## src/rtl/cmfg_pkg.sv

```systemverilog
// package for the cylinder facet generator: widths, register addresses, record types, cordic table
// no dependencies
package cmfg_pkg;
   localparam int MaxFacets = 64;
   localparam int CordicSteps = 14;
   localparam logic signed [17:0] CordicGain = 18'sd9949;
   localparam logic [2:0] RegAxisX = 3'd0;
   localparam logic [2:0] RegAxisY = 3'd1;
   localparam logic [2:0] RegAxisZ = 3'd2;
   localparam logic [2:0] RegHeight = 3'd3;
   localparam logic [2:0] RegRadius = 3'd4;
   localparam logic [2:0] RegCount = 3'd5;
   localparam logic [2:0] RegOpen = 3'd6;

   typedef struct packed {
      logic signed [15:0] ax, ay, az;
      logic [15:0] height, radius;
      logic [6:0] count;
      logic open_ends;
   } cfg_type;

   typedef struct packed {
      logic signed [15:0] r0x, r0y, r0z, r1x, r1y, r1z;
      logic [15:0] step;
   } basis_type;

   typedef struct packed {
      logic rec_kind;
      logic [7:0] vert_slot;
      logic signed [23:0] pos_x, pos_y, pos_z;
      logic signed [15:0] norm_x, norm_y, norm_z;
      logic [7:0] tri_first, tri_second, tri_third;
      logic last_of_run;
   } rec_type;

   function automatic logic signed [17:0] atan_val(input int i);
      case (i)
         0: atan_val = 18'sd8192;  1: atan_val = 18'sd4836;
         2: atan_val = 18'sd2555;  3: atan_val = 18'sd1297;
         4: atan_val = 18'sd651;   5: atan_val = 18'sd326;
         6: atan_val = 18'sd163;   7: atan_val = 18'sd81;
         8: atan_val = 18'sd41;    9: atan_val = 18'sd20;
         10: atan_val = 18'sd10;   11: atan_val = 18'sd5;
         12: atan_val = 18'sd3;    13: atan_val = 18'sd1;
         default: atan_val = 18'sd0;
      endcase
   endfunction

   function automatic logic signed [17:0] shr_tz(input logic signed [17:0] v, input int s);
      logic [17:0] m;
      begin
         m = v[17] ? 18'(-v) : v;
         m = m >> s;
         shr_tz = v[17] ? -$signed(m) : $signed(m);
      end
   endfunction

   // round half away from zero, arithmetic shift
   function automatic logic signed [47:0] rnd_sh(input logic signed [47:0] v, input int s);
      logic [47:0] m;
      begin
         m = v[47] ? 48'(-v) : v;
         m = (m + (48'd1 << (s - 1))) >> s;
         rnd_sh = v[47] ? -$signed(m) : $signed(m);
      end
   endfunction

   function automatic logic signed [15:0] sat16(input logic signed [47:0] v);
      if (v > 48'sd32767) sat16 = 16'sh7fff;
      else if (v < -48'sd32768) sat16 = 16'sh8000;
      else sat16 = v[15:0];
   endfunction

   function automatic logic signed [23:0] sat24(input logic signed [47:0] v);
      if (v > 48'sd8388607) sat24 = 24'sh7fffff;
      else if (v < -48'sd8388608) sat24 = 24'sh800000;
      else sat24 = v[23:0];
   endfunction
endpackage

```

## src/rtl/cmfg_cordic.sv

```systemverilog
// pipelined cordic: an input register, then one rotation per stage
// depends on cmfg_pkg
module cmfg_cordic (
   input  logic clock,
   input  logic reset,
   input  logic en,
   input  logic vin,
   input  logic [15:0] phase,
   output logic vout,
   output logic signed [15:0] co,
   output logic signed [15:0] si
);
   import cmfg_pkg::*;
   localparam int Ns = CordicSteps;
   logic signed [17:0] x_ff [Ns+1], y_ff [Ns+1], z_ff [Ns+1];
   logic flip_ff [Ns+1];
   logic v_ff [Ns+1];
   logic signed [17:0] z0, xs, ys;

   always_comb begin
      z0 = 18'($signed(phase));
      if (z0 > 18'sd16384) z0 = z0 - 18'sd32768;
      else if (z0 < -18'sd16384) z0 = z0 + 18'sd32768;
      xs = flip_ff[Ns] ? -x_ff[Ns] : x_ff[Ns];
      ys = flip_ff[Ns] ? -y_ff[Ns] : y_ff[Ns];
      co = xs > 18'sd16384 ? 16'sd16384 : (xs < -18'sd16384 ? -16'sd16384 : xs[15:0]);
      si = ys > 18'sd16384 ? 16'sd16384 : (ys < -18'sd16384 ? -16'sd16384 : ys[15:0]);
   end

   always_ff @(posedge clock) begin
      if (reset) begin
         for (int i = 0; i <= Ns; i++) v_ff[i] <= 1'b0;
      end else if (en) begin
         v_ff[0] <= vin;
         for (int i = 0; i < Ns; i++) v_ff[i+1] <= v_ff[i];
      end
      if (en) begin
         x_ff[0] <= CordicGain; y_ff[0] <= '0; z_ff[0] <= z0;
         flip_ff[0] <= ($signed(phase) > 16'sd16384) || ($signed(phase) < -16'sd16384);
         for (int i = 0; i < Ns; i++) begin
            flip_ff[i+1] <= flip_ff[i];
            if (!z_ff[i][17]) begin
               x_ff[i+1] <= x_ff[i] - shr_tz(y_ff[i], i);
               y_ff[i+1] <= y_ff[i] + shr_tz(x_ff[i], i);
               z_ff[i+1] <= z_ff[i] - atan_val(i);
            end else begin
               x_ff[i+1] <= x_ff[i] + shr_tz(y_ff[i], i);
               y_ff[i+1] <= y_ff[i] - shr_tz(x_ff[i], i);
               z_ff[i+1] <= z_ff[i] + atan_val(i);
            end
         end
      end
   end

   assign vout = v_ff[Ns];
endmodule

```

## config.mk

```make
export PLATFORM = sky130hd
export DESIGN_NAME = cmfg_cordic
export DESIGN_NICKNAME = d
export VERILOG_FILES = /design/src/rtl/cmfg_pkg.sv /design/src/rtl/cmfg_cordic.sv
export SDC_FILE = /design/constraint.sdc
export NUM_CORES = 2
export LEC_CHECK = 0
export ABC_AREA = 1
export BUFFER_PORTS_ARGS = -buffer_cell sky130_fd_sc_hd__buf_2
export CAP_MARGIN = 20
export CORE_MARGIN = 2
export CORE_UTILIZATION = 40
export DETAILED_ROUTE_END_ITERATION = 10
export PLACE_DENSITY = 0.53
export SYNTH_ARGS = -nofsm -noshare
export SYNTH_HDL_FRONTEND = slang
export SYNTH_SLANG_ARGS = --single-unit
```

## constraint.sdc

```tcl
create_clock -name clock -period 4.85 [get_ports clock]
set_input_delay 0 -clock clock [delete_from_list [all_inputs] [get_ports clock]]
set_output_delay 0 -clock clock [all_outputs]
set_load 0.02 [all_outputs]
```

==> impl_metrics.json <==
{
  "status": "complete, no violations",
  "hold_slack_ps": 127,
  "track_usage": 0.210,
  "grt_pass1_vias": 58400,
  "cts_root_buf": "clkbuf_16",
  "final_util": 0.462,
  "rsz0062_at_grt": "true",
  "final_antenna_net_count": 0,
  "cp.arrival_ps": 5150,
  "fp.dieW_microns": 423,
  "worstPathRequired_ps": 5420,
  "multi_input_area_sq_um": 44500,
  "ioPinCount": 53,
  "crit_fanout": 3,
  "hp-start": "vin",
  "path_clk_slew_ps": 70,
  "numCtsBuffers": 95,
  "placed_area_sq_um": 75100,
  "criticalPathCategory": "reg -> reg",
  "holdPathEnd": "v_ff[0][0]",
  "syn_avg_cell_area_sq_um": 7.47,
  "wire_per_inst_microns": 15.6,
  "grt_overflow_total": 0,
  "grt_max_degree": 151,
  "yosysUniqueCellTypes": 74,
  "clockBufferDepth": 3,
  "fmax_mhz": 218,
  "cap_violations": 0,
  "critPathMostFrequentCell": "nand2_1",
  "yosysWarnings": 0,
  "start_util": 0.403,
  "synth_edf_count": 726,
  "rr_worst_depth": 28,
  "fin_setup_tns_ps": 0,
  "finalNetCount": 10600,
  "htree_levels": 3,
  "synthFlopType": "edfxtp_1",
  "vias_per_cell": 5.05,
  "areaGrowthSynthToFinish_pct": 14.6,
  "hold_depth": 4,
  "die_y_microns": 423,
  "fillers": 17400,
  "gp_congestion": 0.908,
  "layout_common_cells": "nand2_1, inv_1, nor2_1",
  "setup_viol_count_final": 0,
  "min_period_ps": 4580,
  "ys_seq_elements": 726,
  "hold_viol": 0,
  "placementRows": 153,
  "slew_violations": 0,
  "slowest_stage": "fa_1",
  "clk_latency_ps": 760,
  "synth_cells": 9382,
  "finalCritPeriodShare": 0.944,
  "slew-limit-headroom": 0.272,
  "critPathLaunchType": "flip-flop",
  "synth_async_sr_flop_share": 0,
  "clock-sinks": 726,
  "io_buffers": 52,
  "layout_commonest_cell": "nand2_1",
  "core_sq_um": 174000,
  "ys_seq_area_frac": 0.311,
  "layout-drive-gt1-share": 0.102,
  "hpwl_microns": 154000,
  "die_area_sq_um": 179000,
  "firstDrtPassIters": 5,
  "antenna_found_initial": 0,
  "hp-class": "in -> reg",
  "fin_area_sq_um": 80300,
  "cts_tree": "built",
  "wl_microns": 191000,
  "cpPeakStageDelay_ps": 480,
  "drcViolationCount": 0,
  "drt-initial-drc-count": 3595,
  "route.vias.total": 61800,
  "r2r_end": "x_ff[1][124]",
  "seq_area_sq_um": 21800,
  "endpoint_kind": "flip-flop",
  "finalClockSkew_ps": 65.6,
  "synthesis.area_sq_um": 70100,
  "tightest_slew_ps": 1090,
  "grt_pass1_wl_microns": 306000,
  "reg2reg_slack_ps": 270,
  "reg2reg_from": "y_ff[1][100]"
}
-- repair_timing --
| item | in CTS | in global routing |
|---|---|---|
| pin swaps | 1 | 107 |
| endpoints found under the setup margin | 9 | 113 |
| gates resized for setup | 11 | 339 |
| hold buffers | 34 | 0 |
| hold endpoints to repair | 159 | 0 |
| setup buffers | 0 | 80 |
-- worst max-delay path: cells and delay by family, from the launching register on --
family                   cells  cell delay (ps)
flip-flops                   1              440
buffers and inverters        3              290
XOR/XNOR                     1              210
AND/OR/NAND/NOR             15             1540
adder cells (fa/ha/maj)      3             1040
AO/OA/AOI/OAI                6              870
-- state kept, by name, summed over array words and instances (netlist names) --
register,cells
v_ff,15
x_ff,229
z_ff,234
flip_ff,15
y_ff,233
-- how the worst max path moves through the flow --
stage                       from           end  depth (start not counted)
floorplan            x_ff[1][37]   y_ff[1][70]                         28
global placement     x_ff[0][93]  y_ff[0][125]                         30
detailed placement   y_ff[1][74]  x_ff[1][106]                         27
CTS                  y_ff[0][73]  x_ff[0][107]                         31
global route        x_ff[1][102]  y_ff[1][124]                         33
finish              y_ff[1][100]  x_ff[1][124]                         28
-- per-stage QoR --
stage,std cells,worst slack (ps)
3_3_place_gp,11900,-201
4_1_cts,12200,3.14
5_1_grt,12200,-61.7
3_5_place_dp,11900,-180
2_1_floorplan,9385,317
6_report,12200,270
-- layout make-up --
cell class / instances / share of cell area
multi-input combinational: 7384 / 0.554
sequential: 726 / 0.271
inverter: 1142 / 0.0534
timing repair buffer: 483 / 0.0451
tap: 2325 / 0.0362
clock buffer: 111 / 0.0303
clock inverter: 63 / 0.00924
antenna: 1 / 0.0000312
-- Yosys cell counts (9+ instances only) --
cell type,number,area share
a21boi_0,44,0.0047
a21o_1,32,0.0034
a21oi_1,626,0.045
a31oi_1,50,0.0045
buf_1,17,0.00091
buf_2,43,0.0031
clkbuf_1,66,0.0035
edfxtp_1,726,0.31
fa_1,38,0.011
ha_1,666,0.12
inv_1,1112,0.060
inv_2,23,0.0012
nand2_1,2360,0.13
nand2_2,36,0.0032
nand3_1,682,0.049
nand3_2,15,0.0021
nand3b_1,105,0.011
nand4_1,116,0.010
nor2_1,906,0.049
nor2_2,55,0.0049
nor2_4,10,0.0016
nor3_1,93,0.0066
nor3_2,16,0.0023
nor3b_1,9,0.00096
nor4_1,24,0.0021
o2111ai_1,10,0.0012
o211ai_1,37,0.0040
o21ai_0,384,0.027
o21ai_1,33,0.0024
o21bai_1,37,0.0040
o311ai_0,9,0.0011
o31ai_1,30,0.0032
or2_2,18,0.0016
xnor2_1,196,0.024
xor2_1,665,0.083
-- layer usage --
metal  vias up  wire, microns  track usage
met5         -              0            0
met4         0           5370       0.0596
met3       213           6390       0.0212
met2       836          88300        0.352
met1     28600          91400        0.285
li1      32200              -            -
-- cells by family after synthesis --
logic type,Yosys count,synth area share
compound gates,1338,0.106
xor+xnor,864,0.108
fa+ha+maj,704,0.130
buf+inv,1275,0.0696
flops,726,0.311
mux,1,0.000143
other cells,1,0.0000535
simple gates,4473,0.275
Power is not shown: default switching activity piles up to over one toggle a cycle in this logic, so the estimate is an artifact.
