[config.mk]
export PLATFORM = sky130hd
export DESIGN_NAME = cmfg_emit
export DESIGN_NICKNAME = d
export VERILOG_FILES = /design/src/rtl/cmfg_pkg.sv /design/src/rtl/cmfg_emit.sv
export SDC_FILE = /design/constraint.sdc
export NUM_CORES = 1
export LEC_CHECK = 0
export BUFFER_PORTS_ARGS = -buffer_cell sky130_fd_sc_hd__buf_2
export CORE_ASPECT_RATIO = 0.75
export CORE_UTILIZATION = 53
export CTS_BUF_LIST = sky130_fd_sc_hd__clkbuf_16
export CTS_CLUSTER_SIZE = 20
export DETAILED_ROUTE_END_ITERATION = 10
export GPL_ROUTABILITY_DRIVEN = 1
export GPL_TIMING_DRIVEN = 0
export HOLD_SLACK_MARGIN = 0.05
export PLACE_DENSITY = 0.8
export SLEW_MARGIN = 15
export SYNTH_ARGS = -nofsm -noshare
export SYNTH_HDL_FRONTEND = slang
export SYNTH_SLANG_ARGS = --single-unit
[constraint.sdc]
create_clock -name clock -period 24 [get_ports clock]
set_input_delay 4.8 -clock clock [delete_from_list [all_inputs] [get_ports clock]]
set_output_delay 4.8 -clock clock [all_outputs]
set_load 0.02 [all_outputs]
[src/rtl/cmfg_pkg.sv]
// package for the cylinder facet generator: widths, register addresses, record types, cordic table
// no dependencies
package cmfg_pkg;
   localparam int MaxFacets = 64;
   localparam int CordicSteps = 14;
   localparam logic signed [17:0] CordicGain = 18'sd9949;
   localparam logic [2:0] RegAxisX = 3'd0;
   localparam logic [2:0] RegAxisY = 3'd1;
   localparam logic [2:0] RegAxisZ = 3'd2;
   localparam logic [2:0] RegHeight = 3'd3;
   localparam logic [2:0] RegRadius = 3'd4;
   localparam logic [2:0] RegCount = 3'd5;
   localparam logic [2:0] RegOpen = 3'd6;

   typedef struct packed {
      logic signed [15:0] ax, ay, az;
      logic [15:0] height, radius;
      logic [6:0] count;
      logic open_ends;
   } cfg_type;

   typedef struct packed {
      logic signed [15:0] r0x, r0y, r0z, r1x, r1y, r1z;
      logic [15:0] step;
   } basis_type;

   typedef struct packed {
      logic rec_kind;
      logic [7:0] vert_slot;
      logic signed [23:0] pos_x, pos_y, pos_z;
      logic signed [15:0] norm_x, norm_y, norm_z;
      logic [7:0] tri_first, tri_second, tri_third;
      logic last_of_run;
   } rec_type;

   function automatic logic signed [17:0] atan_val(input int i);
      case (i)
         0: atan_val = 18'sd8192;  1: atan_val = 18'sd4836;
         2: atan_val = 18'sd2555;  3: atan_val = 18'sd1297;
         4: atan_val = 18'sd651;   5: atan_val = 18'sd326;
         6: atan_val = 18'sd163;   7: atan_val = 18'sd81;
         8: atan_val = 18'sd41;    9: atan_val = 18'sd20;
         10: atan_val = 18'sd10;   11: atan_val = 18'sd5;
         12: atan_val = 18'sd3;    13: atan_val = 18'sd1;
         default: atan_val = 18'sd0;
      endcase
   endfunction

   function automatic logic signed [17:0] shr_tz(input logic signed [17:0] v, input int s);
      logic [17:0] m;
      begin
         m = v[17] ? 18'(-v) : v;
         m = m >> s;
         shr_tz = v[17] ? -$signed(m) : $signed(m);
      end
   endfunction

   // round half away from zero, arithmetic shift
   function automatic logic signed [47:0] rnd_sh(input logic signed [47:0] v, input int s);
      logic [47:0] m;
      begin
         m = v[47] ? 48'(-v) : v;
         m = (m + (48'd1 << (s - 1))) >> s;
         rnd_sh = v[47] ? -$signed(m) : $signed(m);
      end
   endfunction

   function automatic logic signed [15:0] sat16(input logic signed [47:0] v);
      if (v > 48'sd32767) sat16 = 16'sh7fff;
      else if (v < -48'sd32768) sat16 = 16'sh8000;
      else sat16 = v[15:0];
   endfunction

   function automatic logic signed [23:0] sat24(input logic signed [47:0] v);
      if (v > 48'sd8388607) sat24 = 24'sh7fffff;
      else if (v < -48'sd8388608) sat24 = 24'sh800000;
      else sat24 = v[23:0];
   endfunction
endpackage

[src/rtl/cmfg_emit.sv]
// record sequencer: holds one facet's geometry and emits its records in order
// depends on cmfg_pkg
module cmfg_emit (
   input  logic clock,
   input  logic reset,
   input  logic in_valid,
   output logic in_ready,
   input  logic [5:0] in_f,
   input  logic signed [23:0] in_top [3],
   input  logic signed [23:0] in_bot [3],
   input  logic signed [15:0] in_u [3],
   input  cmfg_pkg::cfg_type cfg,
   output logic out_valid,
   input  logic out_ready,
   output cmfg_pkg::rec_type out_rec
);
   import cmfg_pkg::*;
   logic busy_ff, busy_in;
   logic [2:0] k_ff, k_in;
   logic [5:0] f_ff;
   logic signed [23:0] top_ff [3], bot_ff [3];
   logic signed [15:0] u_ff [3];
   logic ov_ff, ov_in;
   rec_type rec_ff, rec_in;
   logic [7:0] n8, f8, nx8;
   logic [6:0] n;
   logic [2:0] nrec;
   logic fan, take, adv, lastk;
   logic [2:0] kk;

   always_comb begin
      n = cfg.count < 7'd3 ? 7'd3 : (cfg.count > 7'(MaxFacets) ? 7'(MaxFacets) : cfg.count);
      n8 = 8'(n); f8 = 8'(f_ff);
      nx8 = (f8 + 8'd1 == n8) ? 8'd0 : f8 + 8'd1;
      fan = !cfg.open_ends && f_ff != 6'd0 && (f8 + 8'd1 < n8);
      nrec = cfg.open_ends ? 3'd3 : (fan ? 3'd7 : 3'd5);
      adv = busy_ff && (!ov_ff || out_ready);
      lastk = k_ff == nrec;
      in_ready = !busy_ff || (adv && lastk);
      take = in_valid && in_ready;
      kk = cfg.open_ends && k_ff >= 3'd2 ? k_ff + 3'd2 : k_ff;
      rec_in = '0;
      case (kk)
         3'd0: begin rec_in.vert_slot = f8;
            rec_in.pos_x = top_ff[0]; rec_in.pos_y = top_ff[1]; rec_in.pos_z = top_ff[2];
            rec_in.norm_x = u_ff[0]; rec_in.norm_y = u_ff[1]; rec_in.norm_z = u_ff[2]; end
         3'd1: begin rec_in.vert_slot = f8 + n8;
            rec_in.pos_x = bot_ff[0]; rec_in.pos_y = bot_ff[1]; rec_in.pos_z = bot_ff[2];
            rec_in.norm_x = u_ff[0]; rec_in.norm_y = u_ff[1]; rec_in.norm_z = u_ff[2]; end
         3'd2: begin rec_in.vert_slot = f8 + 8'(2 * n);
            rec_in.pos_x = top_ff[0]; rec_in.pos_y = top_ff[1]; rec_in.pos_z = top_ff[2];
            rec_in.norm_x = cfg.ax; rec_in.norm_y = cfg.ay; rec_in.norm_z = cfg.az; end
         3'd3: begin rec_in.vert_slot = f8 + 8'(3 * n);
            rec_in.pos_x = bot_ff[0]; rec_in.pos_y = bot_ff[1]; rec_in.pos_z = bot_ff[2];
            rec_in.norm_x = sat16(-48'(cfg.ax)); rec_in.norm_y = sat16(-48'(cfg.ay));
            rec_in.norm_z = sat16(-48'(cfg.az)); end
         3'd4: begin rec_in.rec_kind = 1'b1;
            rec_in.tri_first = n8 + f8; rec_in.tri_second = n8 + nx8;
            rec_in.tri_third = nx8; end
         3'd5: begin rec_in.rec_kind = 1'b1;
            rec_in.tri_first = n8 + f8; rec_in.tri_second = nx8; rec_in.tri_third = f8; end
         3'd6: begin rec_in.rec_kind = 1'b1; rec_in.tri_first = 8'(2 * n);
            rec_in.tri_second = 8'(2 * n) + f8; rec_in.tri_third = 8'(2 * n) + f8 + 8'd1; end
         default: begin rec_in.rec_kind = 1'b1; rec_in.tri_first = 8'(3 * n);
            rec_in.tri_second = 8'(3 * n) + f8 + 8'd1; rec_in.tri_third = 8'(3 * n) + f8; end
      endcase
      rec_in.last_of_run = lastk;
      busy_in = busy_ff; k_in = k_ff;
      ov_in = ov_ff && !out_ready;
      if (adv) begin
         ov_in = 1'b1; k_in = k_ff + 3'd1;
         if (lastk) busy_in = 1'b0;
      end
      if (take) begin busy_in = 1'b1; k_in = '0; end
   end

   always_ff @(posedge clock) begin
      if (reset) begin
         busy_ff <= 1'b0; ov_ff <= 1'b0; k_ff <= '0;
      end else begin
         busy_ff <= busy_in; ov_ff <= ov_in; k_ff <= k_in;
      end
      if (adv) rec_ff <= rec_in;
      if (take) begin
         f_ff <= in_f; top_ff <= in_top; bot_ff <= in_bot; u_ff <= in_u;
      end
   end

   assign out_valid = ov_ff;
   assign out_rec = rec_ff;
endmodule

==> results of run 1 <==
## area by class of cell
cell class,count,area share [%]
diodes,4,0.0480
plain buffers,65,1.35
clock buffers,37,4.44
clock inverters,25,0.961
inverters,42,0.757
multi-input cells,819,27.3
flip-flops and latches,357,51.2
well taps,406,2.44
repair buffers,423,11.5
## flip-flops by register name (all words and copies together), names as in the netlist
register / count
f_ff: 6
top_ff: 72
busy_ff: 1
bot_ff: 72
out_rec: 154
out_valid: 1
u_ff: 48
k_ff: 3
## power groups by stage
stage / clock, W / combinational, W / sequential (W)
after floorplan: 0 / 0.000120 / 0.000799
after global placement: 0 / 0.000228 / 0.000782
after detailed placement: 0 / 0.000244 / 0.000762
after CTS: 0.000546 / 0.000245 / 0.000750
after global routing: 0.000570 / 0.000266 / 0.000753
final: 0.000540 / 0.000248 / 0.000750
## synthesized netlist by cell type, types with 3 or more instances
library cell  instances
a211oi_1             17
a21boi_0              7
a21o_1                9
a21oi_1              86
a221oi_1              6
a222oi_1              4
a22oi_1               3
a31oi_1              12
and2_1                3
and3_1               39
buf_1                12
buf_2                 6
clkbuf_1             43
dfxtp_1               5
edfxtp_1            352
fa_1                  5
ha_1                 52
inv_1                41
mux2i_1              77
nand2_1              48
nand2b_1              9
nand3_1              18
nand3b_1              3
nand4_1               3
nor2_1              139
nor2b_1              10
nor3_1               30
nor3b_1               4
nor4_1               11
nor4_2                3
nor4b_1               3
o211ai_1              4
o21a_1                5
o21ai_0              43
o21ai_1               3
o21bai_1              4
o221ai_1             17
o22ai_1               8
o2bb2ai_1            10
or3_1                11
or4_4                 3
xnor2_1              45
xor2_1               33
## critical path: cells and delay by family
family                     cells  cell delay, ps
AOI/OAI and AO/OA              5            1480
and+or+nand+nor                2             250
buffers and inverters          3             760
adders and majority gates      1             370
## layer usage
metal / wire length, um / vias to the layer above / share of wire, % / global-route usage [%]
met5: 35 / - / 0.071 / 0
met4: 1610 / 6 / 3.2 / 10.8
met3: 4450 / 119 / 9.0 / 6.78
met2: 23200 / 695 / 47 / 48.4
met1: 20200 / 6135 / 41 / 39.6
li1: - / 5783 / - / -
## cell families after synthesis
| kind of cell | count (synthesis) | share of synthesized area, % |
|---|---|---|
| flops | 357 | 63.5 |
| simple gates | 348 | 10.4 |
| compound gates | 255 | 9.97 |
| buf+inv | 107 | 2.62 |
| mux | 80 | 4.86 |
| xor+xnor | 79 | 4.17 |
| fa+ha+maj | 57 | 4.47 |
## worst paths after layout
path	start	end	slack (ps)	cells past startpoint
setup / recovery	cfg[7]	in_ready	11530	11
hold / removal	top_ff[58]	out_rec[131]	560	2
setup reg to reg	k_ff[0]	out_rec[9]	19140	11
hold reg to reg	top_ff[58]	out_rec[131]	560	2
## per-stage QoR
step	instance area (um2)	instances	hold slack, ps	setup TNS (ps)	total power (W)
6_report	20800	2178	558	0	0.00154
5_1_grt	20800	2174	577	0	0.00159
4_1_cts	20800	2174	559	0	0.00154
3_5_place_dp	19700	2112	546	0	0.00101
3_3_place_gp	19400	2100	534	-845920	0.00101
2_1_floorplan	16800	1283	514	0	0.000920
==> run summary, run 1 <==
Crit Path Category - input pin to output pin
global-route wire length before repair - 72.6 mm
Routed wire per std cell - 22.8 um
post-synthesis register bit count - 357
RSZ-0062 raised after global routing - false
Die Y - 156 um
period utilization - 51.9%
fin crit period - 12,470 ps
CP cell instances - clkbuf_1 -> inv_1 -> o21ai_0 -> ha_1 -> nor2b_1 -> o21a_1 -> o21bai_1 -> a21oi_1 -> o31ai_1 -> nand2_1 -> buf_2
max-slew violation count - 0
top cells by area, synth - edfxtp_1, mux2i_1, ha_1, nor2_1, a21oi_1
YS warnings - 0
post-cts resize count - 0
Startpoint Class - input pin
f_max - 80.2 MHz
CTS root buf - clkbuf_16
CP Data Required Time - 19,200 ps
crit end category - output pin
Post-Synthesis Cell Area - 16,800 um2
# setup viols final - 0
clock transition at the registers of the reported paths - 60 ps
Synth-to-Final Area Change - 24.1%
Mean Syn Cell Area - 13.1 um2
number of routed nets with antenna violations - 0
DP Worst Slack - 11,620 ps
Post-CTS Setup Bufs - 0
maxcap violations - 0
vias in the first global route - 12,514
largest net degree at the start of global routing - 50
Synthesized Nets - 1,630
leak pwr - 8.24 nW
Starting Density - 53.9%
clock latency on the worst-skew pair - 540 ps
Sw Ratio - 26.4%
Iter 0 DRT Violations - 1,095
combinational share of power - 16.1%
H-tree levels - 2
NetSw - 0.000407 W
port buffer count - 411
worst IR drop on VDD - 0.0668 mV
cts hold-fix bufs - 0
Yosys top cell area share - 62.9%
cell count after synthesis - 1,283
WP data arrival - 7670 ps
GRT Total Usage - 29.8%
Internal - 0.00113 W
Clock power frac - 35.1%
outcome - complete, no violations
final core utilization - 66.8%
DRT Wirelength - 49.6 mm
Async SR Flop Fraction - 0%
share of total power in sequential cells - 48.8%
peak fanout along the critical path - 7
Slowest-stage cell, CP - o31ai_1
register area - 10,700 um2
Multi-input gate area - 5700 um2
die area - 32,400 um2
initial antenna violation count - 7
DRC - 0
most frequent cells in the layout - buf_2, edfxtp_1, nor2_1, a21oi_1, mux2i_1
routability cong. - 0.995
commonest non-fill, non-tap cell in the layout - buf_2
worst slew pin tran - 1040 ps
DR vias - 12,738
Distinct cells, synth - 75
final hold viol count - 0
GRT overflow - 0
clock sinks - 357
clk buf depth - 3
total core area - 31,200 um2
DP HPWL - 36.8 mm
clock skew - 16.0 ps
io pins - 446
cts bufs inserted - 36
Yosys top cell by area - edfxtp_1
share of cells above drive strength 1 - 28.6%
Layout Nets - 2,091
fill cell count - 2,238
Max-Slew Margin vs Limit - 30.3%
setup ws final - 11,530 ps
Crit path largest cell delay - 620 ps
drt first pass iters - 5
Via-to-Cell Ratio - 5.85
ys flop type - edfxtp_1
Post-synth EDFFs - 352
Hold WC Path Type - flip-flop to flip-flop
Power Density - 73.8 nW/um2
# rows - 56
CTS tree - yes
Die Width - 208 um
sequential area share after synthesis - 63.5%
Power figures use the tool's default switching activity.
==> run 2: changes to the inputs <==
Settings changed: CORE_UTILIZATION 53 to 48, PLACE_DENSITY 0.8 to 0.77.
Clock period 24 ns to 11.43 ns, I/O delays scaled along.
==> run 2 against run 1 <==
  * First-iteration DRC count rose by 27%
  * Final area rose by 0.31%
  * Cell count rose by 2.2%
  * Sequential power rose by 110%
  * Worst hold slack barely moved
  * Combinational power rose by 110%
  * Core utilization fell by 5.3 points
  * Register-to-register slack got worse by 13000 ps
  * Largest power group unchanged
==> run summary, run 2 (synthesized netlist as in run 1, its figures left out) <==
outcome - complete, no violations
peak fanout along the critical path - 7
# rows - 58
Die Width - 218 um
post-cts resize count - 0
Hold WC Path Type - flip-flop to flip-flop
Sw Ratio - 26.8%
# setup viols final - 0
GRT overflow - 0
maxcap violations - 0
Die Y - 164 um
Internal - 0.00235 W
Placement Cell Area - 19,800 um2
clock transition at the registers of the reported paths - 60 ps
Iter 0 DRT Violations - 1,387
Post-CTS Setup Bufs - 0
Power Density - 154 nW/um2
final hold viol count - 0
CP Data Required Time - 9140 ps
CP cell instances - clkbuf_1 -> inv_1 -> o21ai_0 -> ha_1 -> nor2b_1 -> o21a_1 -> o21bai_1 -> a21oi_1 -> o31ai_1 -> nand2_1 -> buf_2
clk buf depth - 3
f_max - 135 MHz
die area - 35,700 um2
Setup TNS Final - 0 ps
clock sinks - 357
Multi-input gate area - 5700 um2
share of cells above drive strength 1 - 28.8%
Synth-to-Final Area Change - 24.5%
Max-Slew Margin vs Limit - 29.2%
Startpoint Class - input pin
largest net degree at the start of global routing - 47
routability cong. - 0.951
number of flip-flops in the largest register - 154
cts bufs inserted - 36
fill cell count - 2,653
Slowest-stage cell, CP - o31ai_1
GRT Total Usage - 28.3%
share of total power in sequential cells - 49.0%
WP data arrival - 5150 ps
RSZ-0062 raised after global routing - false
NetSw - 0.000861 W
DRC - 0
Layout Nets - 2,092
DP HPWL - 38.3 mm
register area - 10,700 um2
Final Total Pwr - 0.00322 W
Crit path largest cell delay - 560 ps
clock latency on the worst-skew pair - 540 ps
cts hold-fix bufs - 0
clock skew - 39.2 ps
Clock power frac - 34.7%
io pins - 446
port buffer count - 411
max-slew violation count - 0
combinational share of power - 16.4%
vias in the first global route - 12,502
global-route wire length before repair - 75.1 mm
initial antenna violation count - 13
final core utilization - 61.5%
H-tree levels - 2
total core area - 34,000 um2
final non-filler cell total - 2,226
fin crit period - 7430 ps
period utilization - 65.0%
CTS tree - yes
Via-to-Cell Ratio - 5.72
leak pwr - 8.26 nW
crit end category - output pin
Routed wire per std cell - 23.2 um
worst IR drop on VDD - 0.141 mV
DRT Wirelength - 51.6 mm
DR vias - 12,728
Starting Density - 49.4%
commonest non-fill, non-tap cell in the layout - buf_2
Crit Path Category - input pin to output pin
post-route cell area - 20,900 um2
drt first pass iters - 5
CTS root buf - clkbuf_16
placed cells - 2,157
number of routed nets with antenna violations - 0
worst slew pin tran - 1050 ps
most frequent cells in the layout - buf_2, edfxtp_1, nor2_1, a21oi_1, mux2i_1
## run 2: cell types whose count changed in the layout (fill, tap and decap cells not counted), sizes merged
cell / change
inv: +3
diode: +2
buf: +1
bufinv: -1
clkinv: -1
## run 2: routing by layer
metal,GRT usage (%),up-vias,share of wire [%]
li1,-,5790,-
met1,37.1,6103,40
met2,45.7,692,47
met3,6.98,129,9.5
met4,10.6,14,3.7
met5,0,-,0.16
## run 2: metrics by stage
stage / hold slack (ps) / worst slack, ps
after global placement: 533 / -1380
final: 559 / 4000
after detailed placement: 545 / 4040
after floorplan: 527 / 1490
after CTS: 558 / 4020
after global routing: 579 / 3810
## run 2: area by class of cell
cell class              count  area share (%)
clock inverters            26           0.850
clock buffers              37            4.43
repair buffers            424            11.6
diodes                      6          0.0718
well taps                 450            2.69
inverters                  42           0.754
flip-flops and latches    357            51.0
multi-input cells         819            27.3
plain buffers              65            1.35
## run 2: final timing paths
kind / startpoint / depth (start not counted) / endpoint / slack (ps)
min reg2reg: top_ff[48] / 2 / out_rec[121] / 560
max reg2reg: f_ff[4] / 18 / out_rec[15] / 6550
min: top_ff[48] / 2 / out_rec[121] / 560
max: cfg[7] / 11 / in_ready / 4000
## run 2: power by group through the flow
stage / sequential, W / combinational (W) / clock (W)
after global placement: 0.00162 / 0.000486 / 0
after CTS: 0.00157 / 0.000522 / 0.00113
final: 0.00157 / 0.000526 / 0.00112
after detailed placement: 0.00160 / 0.000519 / 0
after global routing: 0.00158 / 0.000565 / 0.00119
after floorplan: 0.00166 / 0.000253 / 0
## run 2: worst max-delay path: cells and delay by family
kind / cells / cell delay [ps]
fa+ha+maj: 1 / 370
buf+inv: 3 / 810
simple gates: 2 / 260
compound gates: 5 / 1410
==> run 3: changes to the inputs <==
Settings changed: ABC_AREA set to 1, CORE_UTILIZATION 48 to 54, PLACE_DENSITY 0.77 to 0.81.
Clock period 11.43 ns to 7.2 ns, I/O delays scaled along.
==> run 3 against run 2 <==
  * Setup slack worse by 2300 ps
  * Count of clock-buffer cells in the layout unchanged
  * First-iteration DRC count decreased by 1.2%
  * Wire length about the same
  * Sequential cell count unchanged
  * Synthesized area grew 3.0%
  * Cell count increased by 15%
  * Final area up 1.8%
  * Global-route usage grew 2.2 points
  * Non-clock buffer count decreased by 10
  * Via count grew 10%
  * Critical path depth increased by 8
  * Highest routed layer unchanged
==> run summary, run 3 <==
CP delay by family, top - simple AND/OR/NAND/NOR gates
number of routed nets with antenna violations - 0
Post-synth EDFFs - 352
top cells by area, synth - edfxtp_1, nand2_1, nand3_1, ha_1, inv_1
GRT Total Usage - 30.5%
DP HPWL - 39.4 mm
WP data arrival - 4060 ps
drt first pass iters - 8
total core area - 31,400 um2
post-synthesis register bit count - 357
most frequent cells in the layout - nand2_1, buf_2, edfxtp_1, nand3_1, inv_1
clock latency on the worst-skew pair - 540 ps
clock transition at the registers of the reported paths - 60 ps
CP cell instances - buf_2 -> nor2_1 -> nand3_1 -> inv_1 -> nand2_1 -> nand2_1 -> inv_1 -> nor2_1 -> inv_1 -> ha_1 -> nand2_1 -> nor2_1 -> o21ai_0 -> nand2_1 -> nand2_1 -> nand2_1 -> nand4_1 -> nand2_2 -> buf_2
peak fanout along the critical path - 7
initial antenna violation count - 8
CTS tree - yes
vias in the first global route - 13,055
commonest non-fill, non-tap cell in the layout - nand2_1
clock sinks - 357
crit end category - output pin
cell repeated most along the worst path - nand2_1
ys flop type - edfxtp_1
number of flip-flops in the largest register - 154
cts bufs inserted - 36
Post-Synthesis Cell Area - 17,300 um2
Synthesized Nets - 2,007
Iter 0 DRT Violations - 1,370
combinational share of power - 16.1%
Yosys top cell by area - edfxtp_1
final core utilization - 67.8%
Setup TNS Final - 0 ps
global-route wire length before repair - 75.3 mm
maxcap violations - 0
Internal - 0.00374 W
Async SR Flop Fraction - 0%
DRC - 0
max-slew violation count - 0
worst IR drop on VDD - 0.193 mV
Yosys top cell area share - 61.1%
cell count after synthesis - 1,660
share of cells above drive strength 1 - 27.2%
YS warnings - 0
clock skew - 11.1 ps
clk buf depth - 3
leak pwr - 9.51 nW
outcome - complete, no violations
CTS root buf - clkbuf_16
cts hold-fix bufs - 0
worst path bufs/invs - 5
f_max - 182 MHz
routability cong. - 0.960
Power Density - 241 nW/um2
Commonest cells post-synth - nand2_1, edfxtp_1, nand3_1
die area - 32,800 um2
Crit Path Category - input pin to output pin
Distinct cells, synth - 48
# setup viols final - 0
Startpoint Class - input pin
Sw Ratio - 27.1%
Starting Density - 55.1%
Synth-to-Final Area Change - 23.0%
RSZ-0062 raised after global routing - false
Slowest-stage cell, CP - nor2_1
Hold WC Path Type - flip-flop to flip-flop
share of total power in sequential cells - 48.7%
post-route cell area - 21,300 um2
io pins - 446
most numerous cell in the Yosys netlist - nand2_1
sequential area share after synthesis - 61.7%
Routed wire per std cell - 20.1 um
H-tree levels - 2
port buffer count - 413
CP Data Required Time - 5760 ps
DRT Wirelength - 51.6 mm
Clock power frac - 35.1%
period utilization - 76.4%
GRT overflow - 0
Crit path largest cell delay - 680 ps
Placement Cell Area - 20,200 um2
Die Y - 157 um
Max-Slew Margin vs Limit - 38.4%
final hold viol count - 0
Post-CTS Setup Bufs - 0
Via-to-Cell Ratio - 5.49
NetSw - 0.00139 W
DR vias - 14,056
worst slew pin tran - 920 ps
largest net degree at the start of global routing - 39
post-cts resize count - 0
fin crit period - 5500 ps
Mean Syn Cell Area - 10.4 um2
Layout Nets - 2,469
# rows - 56
Die Width - 209 um
[run 3: cell types whose count changed after synthesis, sizes merged, moves of 18 or more]
cell / before / now
a21oi: 87 / 32
and3: 40 / 0
buf: 22 / 40
clkbuf: 43 / 15
inv: 41 / 142
mux2i: 77 / 0
nand2: 49 / 561
nand3: 18 / 152
nand4: 3 / 26
nor2: 139 / 85
o21ai: 47 / 71
xnor2: 46 / 11
[run 3: cell families after synthesis]
logic type	synth area share, %
adders and majority gates	4.34
buffers and inverters	5.12
xor gates and xnor gates	2.33
and+or+nand+nor	21.3
DFF	61.7
AOI/OAI and AO/OA	5.24
[run 3: worst paths after layout]
path,start,to,slack [ps],depth (start not counted)
hold / removal,bot_ff[54],out_rec[127],510,2
setup reg to reg,f_ff[4],u_ff[12],3020,18
hold reg to reg,bot_ff[54],out_rec[127],510,2
setup / recovery,cfg[4],in_ready,1700,19
[run 3: cell type report]
type,count,area (um2)
clock inverters,27,190
inverters,143,564
well taps,406,508
flip-flops and latches,357,10700
repair buffers,424,2300
multi-input cells,1105,5770
clock buffers,37,926
fillers,2388,10100
plain buffers,55,342
diodes,7,17.5
[run 3: worst reg2reg max path, cell delays in order, from the launching register on]
cell and delay (ps):
edfxtp_1 640, inv_1 250, nor3_1 260, xor2_1 110, ha_1 300, nand2_1 70, nor2_1 150, o21ai_0 100
nand2_1 130, nand2_1 60, nand2_1 70, nand4_1 120, nand2_2 110, nand2_2 80, clkinvlp_4 390, buf_12 260
buf_12 240, buf_12 250, buf_12 250
[run 3: power by group through the flow]
stage | Clock (W) | Sequential, W | Combinational [W]
floorplan | 0 | 0.00263 | 0.000410
global placement | 0 | 0.00256 | 0.000766
detailed placement | 0 | 0.00254 | 0.000813
CTS | 0.00182 | 0.00250 | 0.000819
global route | 0.00189 | 0.00251 | 0.000903
finish | 0.00180 | 0.00250 | 0.000828
[run 3: routing by layer]
metal | vias up | part of all wire, % | global-route usage, %
met5 | - | 0.039 | 0
met4 | 4 | 2.6 | 10.1
met3 | 93 | 9.3 | 7.32
met2 | 717 | 47 | 48.4
met1 | 6619 | 41 | 41.4
li1 | 6623 | - | -
[run 3: per-stage QoR]
step                      hold slack, ps  setup WS, ps  std cells  total power [W]
after floorplan                      481          -371       1660          0.00304
after global placement               497         -2730       2479          0.00333
after detailed placement             501          1230       2490          0.00336
after CTS                            515          1680       2554          0.00514
after global routing                 531          1400       2558          0.00530
final                                515          1700       2561          0.00514
